File: src/rtl/tdcc_pkg.sv
`timescale 1ns / 1ps

package tdcc_pkg;

  localparam int SECTOR_W = 54;
  localparam int LEN_W    = 32;
  localparam int CNT_W    = 24;
  localparam int WIDE_W   = 64;
  localparam int STRIPE_W = 17;
  localparam int SECB_W   = 17;
  localparam int DRV_W    = 8;
  localparam int CAP_W    = 32;
  localparam int ADDR_W   = 4;
  localparam int DATA_W   = 32;
  localparam int IN_DATA_W  = 88;
  localparam int OUT_DATA_W = 24;

  localparam logic [STRIPE_W-1:0] STRIPE_RST = 17'd8;
  localparam logic [SECB_W-1:0]   SECB_RST   = 17'd512;
  localparam logic [DRV_W-1:0]    DRV_RST    = 8'd1;
  localparam logic [CAP_W-1:0]    CAP_RST    = 32'd65535;

  typedef enum logic [1:0] {
    REG_STRIPE_LBAS  = 2'd0,
    REG_SECTOR_BYTES = 2'd1,
    REG_DRIVE_COUNT  = 2'd2,
    REG_MAX_DISCARD  = 2'd3
  } reg_idx_t;

  // divisors already forced non-zero
  typedef struct packed {
    logic [STRIPE_W-1:0] stripe;
    logic [SECB_W-1:0]   secb;
    logic [DRV_W-1:0]    drives;
    logic [CAP_W-1:0]    max_lbas;
  } cfg_t;

  typedef struct packed {
    logic disc;
  } pa_t;

  typedef struct packed {
    logic              disc;
    logic [WIDE_W-1:0] lbas;
  } pb_t;

  typedef struct packed {
    logic             disc;
    logic             short_range;
    logic [1:0]       frag;
    logic             lbas_nz;
    logic [CAP_W-1:0] cap;
  } pc_t;

  typedef struct packed {
    pc_t              c;
    logic [DRV_W-1:0] stripes_lo;
  } pd_t;

  typedef struct packed {
    logic             disc;
    logic             short_range;
    logic [1:0]       frag;
    logic             lbas_nz;
    logic             q_zero;
    logic [DRV_W-1:0] stripes_lo;
    logic [DRV_W-1:0] rem_lo;
    logic             over;
    logic             cap_zero;
  } pe_t;

endpackage

File: src/rtl/tdcc_regs.sv
`timescale 1ns / 1ps

module tdcc_regs
  import tdcc_pkg::*;
(
  input  logic              clk,
  input  logic              rst,
  input  logic              psel,
  input  logic              penable,
  input  logic              pwrite,
  input  logic [ADDR_W-1:0] paddr,
  input  logic [DATA_W-1:0] pwdata,
  output logic [DATA_W-1:0] prdata,
  output logic              pready,
  output cfg_t              cfg
);

  logic [STRIPE_W-1:0] stripe_lbas;
  logic [SECB_W-1:0]   sector_bytes;
  logic [DRV_W-1:0]    drive_count;
  logic [CAP_W-1:0]    max_discard_lbas;
  reg_idx_t            idx;

  assign pready = 1'b1;
  assign idx    = reg_idx_t'(paddr[3:2]);

  always_ff @(posedge clk) begin
    if (rst) begin
      stripe_lbas      <= STRIPE_RST;
      sector_bytes     <= SECB_RST;
      drive_count      <= DRV_RST;
      max_discard_lbas <= CAP_RST;
    end else if (psel && penable && pwrite && pready) begin
      unique case (idx)
        REG_STRIPE_LBAS:  stripe_lbas      <= pwdata[STRIPE_W-1:0];
        REG_SECTOR_BYTES: sector_bytes     <= pwdata[SECB_W-1:0];
        REG_DRIVE_COUNT:  drive_count      <= pwdata[DRV_W-1:0];
        REG_MAX_DISCARD:  max_discard_lbas <= pwdata[CAP_W-1:0];
      endcase
    end
  end

  always_comb begin
    unique case (idx)
      REG_STRIPE_LBAS:  prdata = DATA_W'(stripe_lbas);
      REG_SECTOR_BYTES: prdata = DATA_W'(sector_bytes);
      REG_DRIVE_COUNT:  prdata = DATA_W'(drive_count);
      REG_MAX_DISCARD:  prdata = DATA_W'(max_discard_lbas);
    endcase
  end

  // a zero divisor behaves as one
  assign cfg.stripe   = (stripe_lbas == '0) ? STRIPE_W'(1) : stripe_lbas;
  assign cfg.secb     = (sector_bytes == '0) ? SECB_W'(1) : sector_bytes;
  assign cfg.drives   = (drive_count == '0) ? DRV_W'(1) : drive_count;
  assign cfg.max_lbas = max_discard_lbas;

endmodule

File: config.mk
export PLATFORM = sky130hd
export DESIGN_NAME = tdcc_regs
export DESIGN_NICKNAME = d
export VERILOG_FILES = /design/src/rtl/tdcc_pkg.sv /design/src/rtl/tdcc_regs.sv
export SDC_FILE = /design/constraint.sdc
export NUM_CORES = 1
export LEC_CHECK = 0
export BUFFER_PORTS_ARGS = -buffer_cell sky130_fd_sc_hd__clkbuf_2
export CAP_MARGIN = 20
export CORE_ASPECT_RATIO = 1.75
export CORE_MARGIN = 1.5
export CORE_UTILIZATION = 44
export CTS_CLUSTER_DIAMETER = 150
export CTS_CLUSTER_SIZE = 16
export DETAILED_ROUTE_END_ITERATION = 6
export PLACE_DENSITY = 0.88
export SETUP_SLACK_MARGIN = 0.5
export SYNTH_ARGS = -nofsm -noshare
export SYNTH_HDL_FRONTEND = slang
export SYNTH_SLANG_ARGS = --single-unit
File: constraint.sdc
create_clock -name clk -period 1.1 [get_ports clk]
set_clock_uncertainty 0.2 [all_clocks]
set_input_delay 0.055 -clock clk [delete_from_list [all_inputs] [get_ports clk]]
set_output_delay 0.055 -clock clk [all_outputs]
set_load 0.02 [all_outputs]
==> results.txt, run 1 <==
- The number of nets in the synthesized netlist is ~460.
- Count of H-tree levels built during CTS: 3
- The synthesized design contains 0 enable-type register cells.
- The Yosys step of the flow raised 0 warnings.
* Post-synthesis average cell area: about 8.9 µm²
* Root cell of the clock tree: sky130_fd_sc_hd__clkbuf_16
- Measured along the y axis, the die boundary spans between 100 and 150 µm.
* Proportion of synthesized flip-flops having asynchronous set or reset: 0
- In this run, distinct cell masters in the synthesized netlist total 31.
- Num ports: approximately 150
- Worst endpoint type: output port
- For this configuration, the core starts out at a cell density of 0.448.
- The run stopped with a tool error.
* Final estimated routing congestion in global placement: 0.863
- Number of standard-cell rows in the floorplan: 44
- Log Error: [ERROR DPL-0038] Utilization greater than 100%, impossible to legalize
* Area of the mapped netlist: 3700 µm²
- From left edge to right edge, the die measures about 72 µm.
- Buffers inserted during clock tree synthesis total 9.
* Total of flip-flops plus latches after synthesis: 74
* Post-DP HPWL: 9.42 mm
* Cells after synthesis: 418
- In the synthesized netlist the dominant register cell turns out to be sky130_fd_sc_hd__dfxtp_1.
* Buffers on Ports: ~140
* Number of clock sinks: 74
* Failed at: global routing (5_1_grt)
- Entering global routing, the biggest net connects 34 pins.
* Worst-path endpoint after global-route repair_timing: cfg[40]
* Proportion of synthesized chip area in sequential cells: 0.400
* Number of buffers on the longest clock path: 2
-- logic make-up after synthesis --
| kind of cell | count (synthesis) | share of synthesized area |
|---|---|---|
| buffers and inverters | 77 | 0.0946 |
| AND/OR/NAND/NOR | 140 | 0.219 |
| other | 1 | 0.00101 |
| flip-flops | 74 | 0.400 |
| AO/OA/AOI/OAI | 75 | 0.121 |
| multiplexers | 51 | 0.165 |
-- cell usage after synthesis, drive strengths merged (2+ instances only) --
cell type	count	share of area
dfxtp	74	0.40
clkbuf	57	0.058
nand2b	50	0.084
mux2i	43	0.12
o21ai	33	0.045
and3	32	0.054
nand3	25	0.035
a21oi	23	0.031
buf	19	0.036
a211o	16	0.038
nand2	11	0.011
mux4	8	0.049
nor4	8	0.014
nor2	5	0.0051
nand3b	2	0.0041
nor3	2	0.0027
-- through the flow --
| stage | hold WS, ns | instances | worst slack [ns] | setup TNS [ns] | cell area, µm² |
|---|---|---|---|---|---|
| after CTS | -0.274 | 718 | -0.849 | -18.08 | 7670 |
| after detailed placement | 0.0814 | 666 | -0.534 | -20.72 | 5570 |
| after global placement | 0.0762 | 666 | -0.440 | -18.22 | 5570 |
| after floorplan | -0.0246 | 418 | -0.245 | -2.41 | 4850 |
-- what timing repair did --
item,in CTS
pin swaps,43
gates resized for setup,349
endpoints found under the setup margin,180
hold endpoints to repair,74
gates cloned,3
setup buffers,33
==> run 2: changes to the inputs <==
- CORE_ASPECT_RATIO: 1.75 -> default
- CORE_UTILIZATION: 44 -> 30
- CTS_CLUSTER_DIAMETER: 150 -> default
- CTS_CLUSTER_SIZE: 16 -> default
- PLACE_DENSITY: 0.88 -> default
- PLACE_DENSITY_LB_ADDON: default -> 0.15
- SETUP_SLACK_MARGIN: 0.5 -> default
- clock period: 1.1 -> 1.43 ns (I/O delays scaled with it)
==> run 2 against run 1 <==
The flow now finishes, with violations (setup timing). Synthesized area did not move. Synthesized cell count did not move.
==> results.txt, run 2 <==
- Outcome: finished with violations (was did not finish).
- Failing checks: setup timing
* Detailed router's first-iteration violation count: 125
- Ant. Diodes: 0
- Switching component of the power: ~1.3 mW
- Setup slack on the critical path of the routed design comes to -0.441 ns.
- The share of total power dissipated in combinational logic is 0.138.
- Total detailed-routing wirelength: 12.7 mm
- The register with the most flip-flops in the layout has 32 of them.
- At the worst endpoint, the arrival time is about 1.6 ns.
- The synthesized-area fraction occupied by adder cells came to 0 (unchanged).
* Worst setup slack before clock tree synthesis: -0.147 ns (was -0.534 ns)
* Final Max Slew Viols: 0
- The H-tree depth was 3 (unchanged).
* Overall die area: 13000 µm²
- The final layout contains around 640 nets.
- Time the final worst path needs with I/O delays and setup: 1.87 ns
* Ranking of synthesized cells by area: sky130_fd_sc_hd__dfxtp_1 40%, sky130_fd_sc_hd__mux2i_1 12%, sky130_fd_sc_hd__nand2b_1 8.4%, sky130_fd_sc_hd__clkbuf_1 5.8%, sky130_fd_sc_hd__and3_1 5.4% (unchanged)
- The number of placed cells counting well taps came to 691 (was 666).
* Number of global-route vias before repair: roughly 3.6k
- The number of core rows came to 40 (was 44).
* Hold violation total from the final report: 0
- Vias after detailed routing: 3748
- The HPWL after detailed placement came to 8.71 mm (was 9.42 mm).
* Number of max-capacitance violations reported: 0
* Horizontal die dimension: 114 µm (was 72.4 µm)
- The count of yosys warnings during synthesis came to 0 (unchanged).
- Average wire per standard cell: around 17 µm
* Syn Nets: 459 (unchanged)
* Area of the mapped netlist: 3700 µm² (unchanged)
- The first detailed-routing pass took 4 iterations.
- Total of flip-flops plus latches after synthesis: 74 (unchanged)
* TritonCTS clock tree: built
* Share of final-layout standard cells stronger than drive strength 1: 0.460
* Part of the total power dissipated in the clock network: 0.462
* Setup slack of the worst register-to-register path: ~0.29 ns
- Worst vdd ir: approximately 600 µV
- At the worst endpoint, the required time is approximately 1.2 ns.
- Commonest register cell after synthesis: sky130_fd_sc_hd__dfxtp_1 (unchanged)
- Period Utilization, post-route: 1.31
- The first global-routing pass estimated 19.5 mm of wire.
* Fraction of the mapped netlist area in compound gates: 0.121 (unchanged)
- Reg2reg start: sector_bytes[1]
- Setup violators final: 17
- The count of flip-flops with a built-in enable after synthesis came to 0 (unchanged).
- Clock latency reported for the late side of the worst-skew pair: between 0.3 and 0.4 ns
- Setup TNS: -3.10 ns
- In the layout the commonest cells are 121 x sky130_fd_sc_hd__clkbuf_2, 50 x sky130_fd_sc_hd__nand2b_1, 50 x sky130_fd_sc_hd__buf_4, 44 x sky130_fd_sc_hd__dfxtp_1, 43 x sky130_fd_sc_hd__mux2i_1.
* Post-synthesis average cell area: 8.86 µm² (unchanged)
* Type of element capturing the critical path: output port
- The worst setup path is launched from a register.
* Proportion of synthesized chip area in sequential cells: 0.400 (unchanged)
* RSZ-0062 raised after global routing: true
* Leading cell types by count after synthesis: 74 x sky130_fd_sc_hd__dfxtp_1, 57 x sky130_fd_sc_hd__clkbuf_1, 50 x sky130_fd_sc_hd__nand2b_1 (unchanged)
- Filler-free cell count of the finished design: 753
* Maximum number of pins on one net before global-route repair: roughly 60
- After detailed routing, the number of vias per cell comes to 4.98.
- The dominant cell by count in the synthesized netlist is sky130_fd_sc_hd__dfxtp_1 (unchanged).
- Measured in cells, the most critical reg-to-reg path has a length of 5.
- Global routing finished with a remaining overflow of 0.
- The overall die height is 114 µm (was 124 µm).
- Of all nets on the critical path, the largest fanout is 2.
- Worst Hold Endpoint: drive_count[7]
* TritonCTS buffer count: 9 (unchanged)
* Total power divided by cell area: between 900 and 1000 nW/µm²
- The worst register-to-register path ends at sector_bytes[1].
* Proportion of synthesized flip-flops having asynchronous set or reset: 0 (unchanged)
- Register name with the most flops: max_discard_lbas
- Final design utilization: 0.487
* Post-synth top area share: 0.400 (unchanged)
- Share of the synthesized netlist area taken by xor and xnor gates: 0 (unchanged)
- Portion of netlist area occupied by mux cells: 0.165 (unchanged)
- The combinational family with the most area after synthesis was simple AND/OR/NAND/NOR gates (unchanged).
- The number of top-level pins is 148 (unchanged).
- Buffers on Ports: 144 (unchanged)
* Layout overhead on the synthesized area: 57.9%
* Root cell of the clock tree: sky130_fd_sc_hd__clkbuf_16 (unchanged)
- The post-synthesis simple-gate area fraction is 0.219 (unchanged).
- For this run, the total global-route usage over all layers was measured as 0.195.
- Leaving out fill and tap cells, the most frequent cell in the layout is sky130_fd_sc_hd__clkbuf_2.
* Initial cell density of the core: 0.308 (was 0.448)
- The number of antenna violations at the first check in global routing came to 0.
* Maximum achievable frequency: roughly 530 MHz
- Setup CP Type: reg2out
* DRC violation count after routing: 0
- Area of the core region: approximately 12000 µm²
- Worst min-delay path startpoint: rst
- Worst Hold Class: in2reg
* Leading registers by flop count: max_discard_lbas (32), sector_bytes (17), stripe_lbas (17)
* Distinct cell type count after synthesis: 31 (unchanged)
- Synth area leader: sky130_fd_sc_hd__dfxtp_1 (unchanged)
- The gate count of the mapped netlist came to 418 (unchanged).
- The detail route stage leaves a number of antenna-violating nets equal to 0.
* Number of cells on the worst hold path: 3
- Final estimated routing congestion in global placement: 0.729 (was 0.863)
- Summed over all cells, the static leakage comes to around 2.7 nW.
- CTS clk-pin slew, worst paths: about 0.06 ns
- Internal power comes to between 4 and 5 mW.
- The share of total power dissipated in sequential elements is 0.400.
* Number of clock sinks: 74 (unchanged)
- Fraction of power spent switching nets: 0.242
- Number of buffers on the longest clock path: 2 (unchanged)
run 2: repair_timing:
item,CTS,global route
hold endpoints to repair,74,0
hold buffers,32,0
endpoints found under the setup margin,20,21
setup buffers,13,6
pin swaps,11,9
resized for setup,93,35
run 2: power by group through the flow:
stage | Sequential [mW] | Combinational, mW | Clock [mW]
CTS | 2.12 | 0.717 | 2.50
global placement | 2.16 | 0.595 | 0
floorplan | 2.18 | 0.325 | 0
global route | 2.13 | 0.780 | 2.59
finish | 2.12 | 0.732 | 2.45
detailed placement | 2.16 | 0.596 | 0
run 2: through the flow:
stage | power (mW) | instance area, µm² | hold WS (ns)
after global placement | 2.76 | 4770 | 0.111
final | 5.31 | 5850 | 0.0197
after global routing | 5.50 | 5850 | 0.0427
after floorplan | 2.50 | 3710 | 0.0166
after detailed placement | 2.76 | 4770 | 0.116
after CTS | 5.34 | 5770 | 0.00251
run 2: metal layers:
| metal | wire, µm | share of wire | vias up | global-route usage |
|---|---|---|---|---|
| met3 | 463 | 0.036 | 17 | 0.0291 |
| met4 | 200 | 0.016 | 0 | 0.0608 |
| li1 | - | - | 1806 | - |
| met2 | 6330 | 0.50 | 98 | 0.332 |
| met5 | 0 | 0 | - | 0 |
| met1 | 5740 | 0.45 | 1827 | 0.255 |
run 2: logic make-up after synthesis:
| family | Yosys count |
|---|---|
| multiplexers | 51 |
| AO/OA/AOI/OAI | 75 |
| AND/OR/NAND/NOR | 140 |
| buffers and inverters | 77 |
| other | 1 |
| flip-flops | 74 |
run 2: worst max path at each step:
stage	end	slack (ns)	depth (start not counted)	from
2_1_floorplan	cfg[40]	0.001	3	sector_bytes[15]
3_3_place_gp	cfg[40]	-0.14	4	sector_bytes[15]
3_5_place_dp	cfg[40]	-0.15	4	sector_bytes[15]
4_1_cts	cfg[40]	-0.44	4	sector_bytes[15]
5_1_grt	cfg[40]	-0.53	4	sector_bytes[3]
6_report	cfg[40]	-0.44	4	sector_bytes[3]
run 2: final cells by class:
cell class	instances	area [µm²]
clock inverter	5	77.6
timing repair buffer	248	1870
multi-input combinational	267	1950
sequential	74	1520
clock buffer	11	243
tap	147	184
fill	1147	6160
inverter	1	3.75
run 2: critical path: stages (launching register included):
cell and delay [ns]:
sky130_fd_sc_hd__dfxtp_2 0.33, sky130_fd_sc_hd__nor4_2 0.31, sky130_fd_sc_hd__nand4_1 0.19, sky130_fd_sc_hd__o41ai_2 0.24, sky130_fd_sc_hd__buf_4 0.20
(Power assumes the default switching activity.)
==> run 3: changes to the inputs <==
- CTS_BUF_LIST: default -> sky130_fd_sc_hd__clkbuf_8
==> run 3 against run 2 <==
Design area is 1.7% lower. First-iteration DRC count is 7.2% higher. Cell count stayed put. The run still ends with setup timing left. Routed wire length hardly changed. Die area stayed put. Sequential share of layout area is 0.53 points higher. Largest power group is now sequential cells.
==> results.txt, run 3 (synthesized netlist as in run 2, its figures left out) <==
* Worst setup slack before clock tree synthesis: -0.147 ns (unchanged)
* Filler-free cell count of the finished design: 753 (unchanged)
- Setup CP Type: reg2out (unchanged)
* Area of the core region: 12000 µm² (unchanged)
- The count of port buffers added during placement came to 144 (unchanged).
- Setup TNS: -3.69 ns (was -3.10 ns)
* Number of max-capacitance violations reported: 0 (unchanged)
- The number of routed nets with antenna violations was 0 (unchanged).
* Static leakage power: 2.69 nW (was 2.73 nW)
- The H-tree depth is 3 (unchanged).
* CTS clk-pin slew, worst paths: 0.08 ns (was 0.06 ns)
- Commonest non-fill, non-tap cell in the layout: sky130_fd_sc_hd__clkbuf_2 (unchanged)
- Detailed router's first-iteration violation count: 134 (was 125)
- Cell breakdown of the critical path: nor4_4, nand4_1, o41ai_2, buf_4 (was nor4_2, nand4_1, o41ai_2, buf_4)
* Initial cell density of the core: 0.308 (unchanged)
- Register name with the most flops: max_discard_lbas (unchanged)
- The kind of cell with the highest combined delay on the critical path was simple AND/OR/NAND/NOR gates (unchanged).
* Setup slack after layout: -0.455 ns (was -0.441 ns)
- The overall die height is 114 µm (unchanged).
* RSZ-0062 raised after global routing: true (unchanged)
* Type of element capturing the critical path: output port (unchanged)
- Number of buffers on the longest clock path: 2 (unchanged)
- Most frequent cells in the layout: 122 x sky130_fd_sc_hd__clkbuf_2, 50 x sky130_fd_sc_hd__nand2b_1, 47 x sky130_fd_sc_hd__buf_4, 44 x sky130_fd_sc_hd__dfxtp_1, 43 x sky130_fd_sc_hd__mux2i_1 (was 121 x sky130_fd_sc_hd__clkbuf_2, 50 x sky130_fd_sc_hd__nand2b_1, 50 x sky130_fd_sc_hd__buf_4, 44 x sky130_fd_sc_hd__dfxtp_1, 43 x sky130_fd_sc_hd__mux2i_1)
- The final-report max-slew violation count was 0 (unchanged).
* Layout overhead on the synthesized area: 55.2% (was 57.9%)
* Post-DP HPWL: 8.71 mm (unchanged)
- The maximum cell stage delay along the critical path came to 0.35 ns (was 0.33 ns).
* Bufs and invs on worst path: 1 (unchanged)
* Crit path required time: 1.16 ns (about the same)
* Number of global-route vias before repair: 3617 (unchanged)
* Total detailed-routing wirelength: 12.7 mm (about the same)
- Crit Path Max Fanout: 2 (unchanged)
- The wire length of the first global-routing pass came to 19.5 mm (about the same).
- The maximum operating frequency is 530 MHz (was 534 MHz).
- The final count of negative-setup-slack endpoints came to 20 (was 17).
- The final net count is 642 (unchanged).
- Ant. Diodes: 0 (unchanged)
* Global-route usage over all layers: 0.195 (about the same)
* Final estimated routing congestion in global placement: 0.729 (unchanged)
- The number of placed cells counting well taps is 691 (unchanged).
- Clock latency reported for the late side of the worst-skew pair: 0.35 ns (was 0.33 ns)
- Overall die area: 13000 µm² (unchanged)
- Leading registers by flop count: max_discard_lbas (32), sector_bytes (17), stripe_lbas (17) (unchanged)
- Fill cells: 1158 (was 1147)
- Maximum number of pins on one net before global-route repair: 61 (unchanged)
* Outcome: finished with violations (unchanged)
- The wire length per cell after detailed routing was 16.9 µm (about the same).
* GRT Residual Overflow: 0 (unchanged)
- The layout cell share with drive strength beyond 1 was 0.459 (was 0.460).
* DR vias/cell: 4.95 (was 4.98)
* TritonCTS clock tree: built (unchanged)
* Number of standard-cell rows in the floorplan: 40 (unchanged)
- Flip-flop count of the largest register, all copies and words added: 32 (unchanged)
- Failing checks: setup timing (unchanged)
- The arrival time at the worst endpoint came to 1.61 ns (was 1.60 ns).
* Time the final worst path needs with I/O delays and setup: 1.89 ns (was 1.87 ns)
- The clock root buffer is sky130_fd_sc_hd__clkbuf_8 (was sky130_fd_sc_hd__clkbuf_16).
* Total power divided by cell area: 815 nW/µm² (was 908 nW/µm²)
- The number of hold violations in the final report is 0 (unchanged).
- The count of unresolved DRC violations after routing is 0 (unchanged).
* Initial antenna violation count: 0 (unchanged)
- The sink count of the clock tree is 74 (unchanged).
* TritonCTS buffer count: 9 (unchanged)
- Period Utilization, post-route: 1.32 (was 1.31)
- The worst vdd rail ir drop came to 553 µV (was 611 µV).
- Vias after detailed routing: 3726 (was 3748)
- The kind of path behind the tightest hold check was in2reg (unchanged).
* Total iterations of the first detailed-routing run: 4 (unchanged)
- Horizontal die dimension: 114 µm (unchanged)
* Critical Path Start Type: register (unchanged)
- The number of top-level pins is 148 (unchanged).
* Cell at the slowest stage of the critical path: sky130_fd_sc_hd__dfxtp_2 (unchanged)
-- run 3: worst reg2reg max path, stage by stage (launching register included) --
cell and delay (ns):
sky130_fd_sc_hd__dfxtp_2 0.33, sky130_fd_sc_hd__buf_4 0.13, sky130_fd_sc_hd__buf_6 0.11, sky130_fd_sc_hd__buf_4 0.13
sky130_fd_sc_hd__nand2b_1 0.06, sky130_fd_sc_hd__mux2i_1 0.06
-- run 3: metrics by stage --
| step | utilization | total power, mW | hold WS (ns) | area (µm²) |
|---|---|---|---|---|
| final | 0.479 | 4.69 | 0.0727 | 5750 |
| after global routing | 0.479 | 4.87 | 0.0916 | 5750 |
| after CTS | 0.473 | 4.71 | 0.0617 | 5680 |
| after detailed placement | 0.397 | 2.76 | 0.116 | 4770 |
| after global placement | 0.397 | 2.76 | 0.111 | 4770 |
| after floorplan | - | 2.50 | 0.0166 | 3710 |
-- run 3: layout make-up --
class	count	area, µm²	share of cell area
Clock inverter	6	81.3	0.0141
Timing Repair Buffer	248	1870	0.325
Clock buffer	10	138	0.0239
Sequential cell	74	1530	0.266
Multi-Input combinational cell	267	1950	0.338
Tap cell	147	184	0.0320
Inverter	1	3.75	0.000653
-- run 3: where the power goes --
| part | leakage [nW] | switching, mW | total [mW] | internal (mW) |
|---|---|---|---|---|
| Clock | 0.113 | 0.820 | 1.84 | 1.02 |
| Combinational | 1.96 | 0.370 | 0.732 | 0.363 |
| Sequential | 0.614 | 0.0292 | 2.12 | 2.09 |
| Total | 2.69 | 1.22 | 4.69 | 3.47 |
-- run 3: final timing paths --
path,from,to,slack [ns],cells after the start
setup / recovery,sector_bytes[10],cfg[40],-0.46,4
hold / removal,paddr[2],sector_bytes[15],0.07,4
setup reg to reg,sector_bytes[3],sector_bytes[3],0.31,5
hold reg to reg,max_discard_lbas[23],max_discard_lbas[23],0.30,2
-- run 3: timing repair --
| item | CTS | global route |
|---|---|---|
| gates resized for setup | 95 | 34 |
| gates cloned | 0 | 0 |
| buffers inserted | 13 | 6 |
| pin swaps | 13 | 10 |
| hold buffers | 33 | 0 |
| setup endpoints to repair | 20 | 21 |
| hold endpoints to repair | 74 | 0 |
-- run 3: routing by layer --
layer  GRT usage  routed length, µm
met1       0.256               5810
met2       0.327               6270
met3      0.0275                426
met4      0.0708                225
met5           0                  0
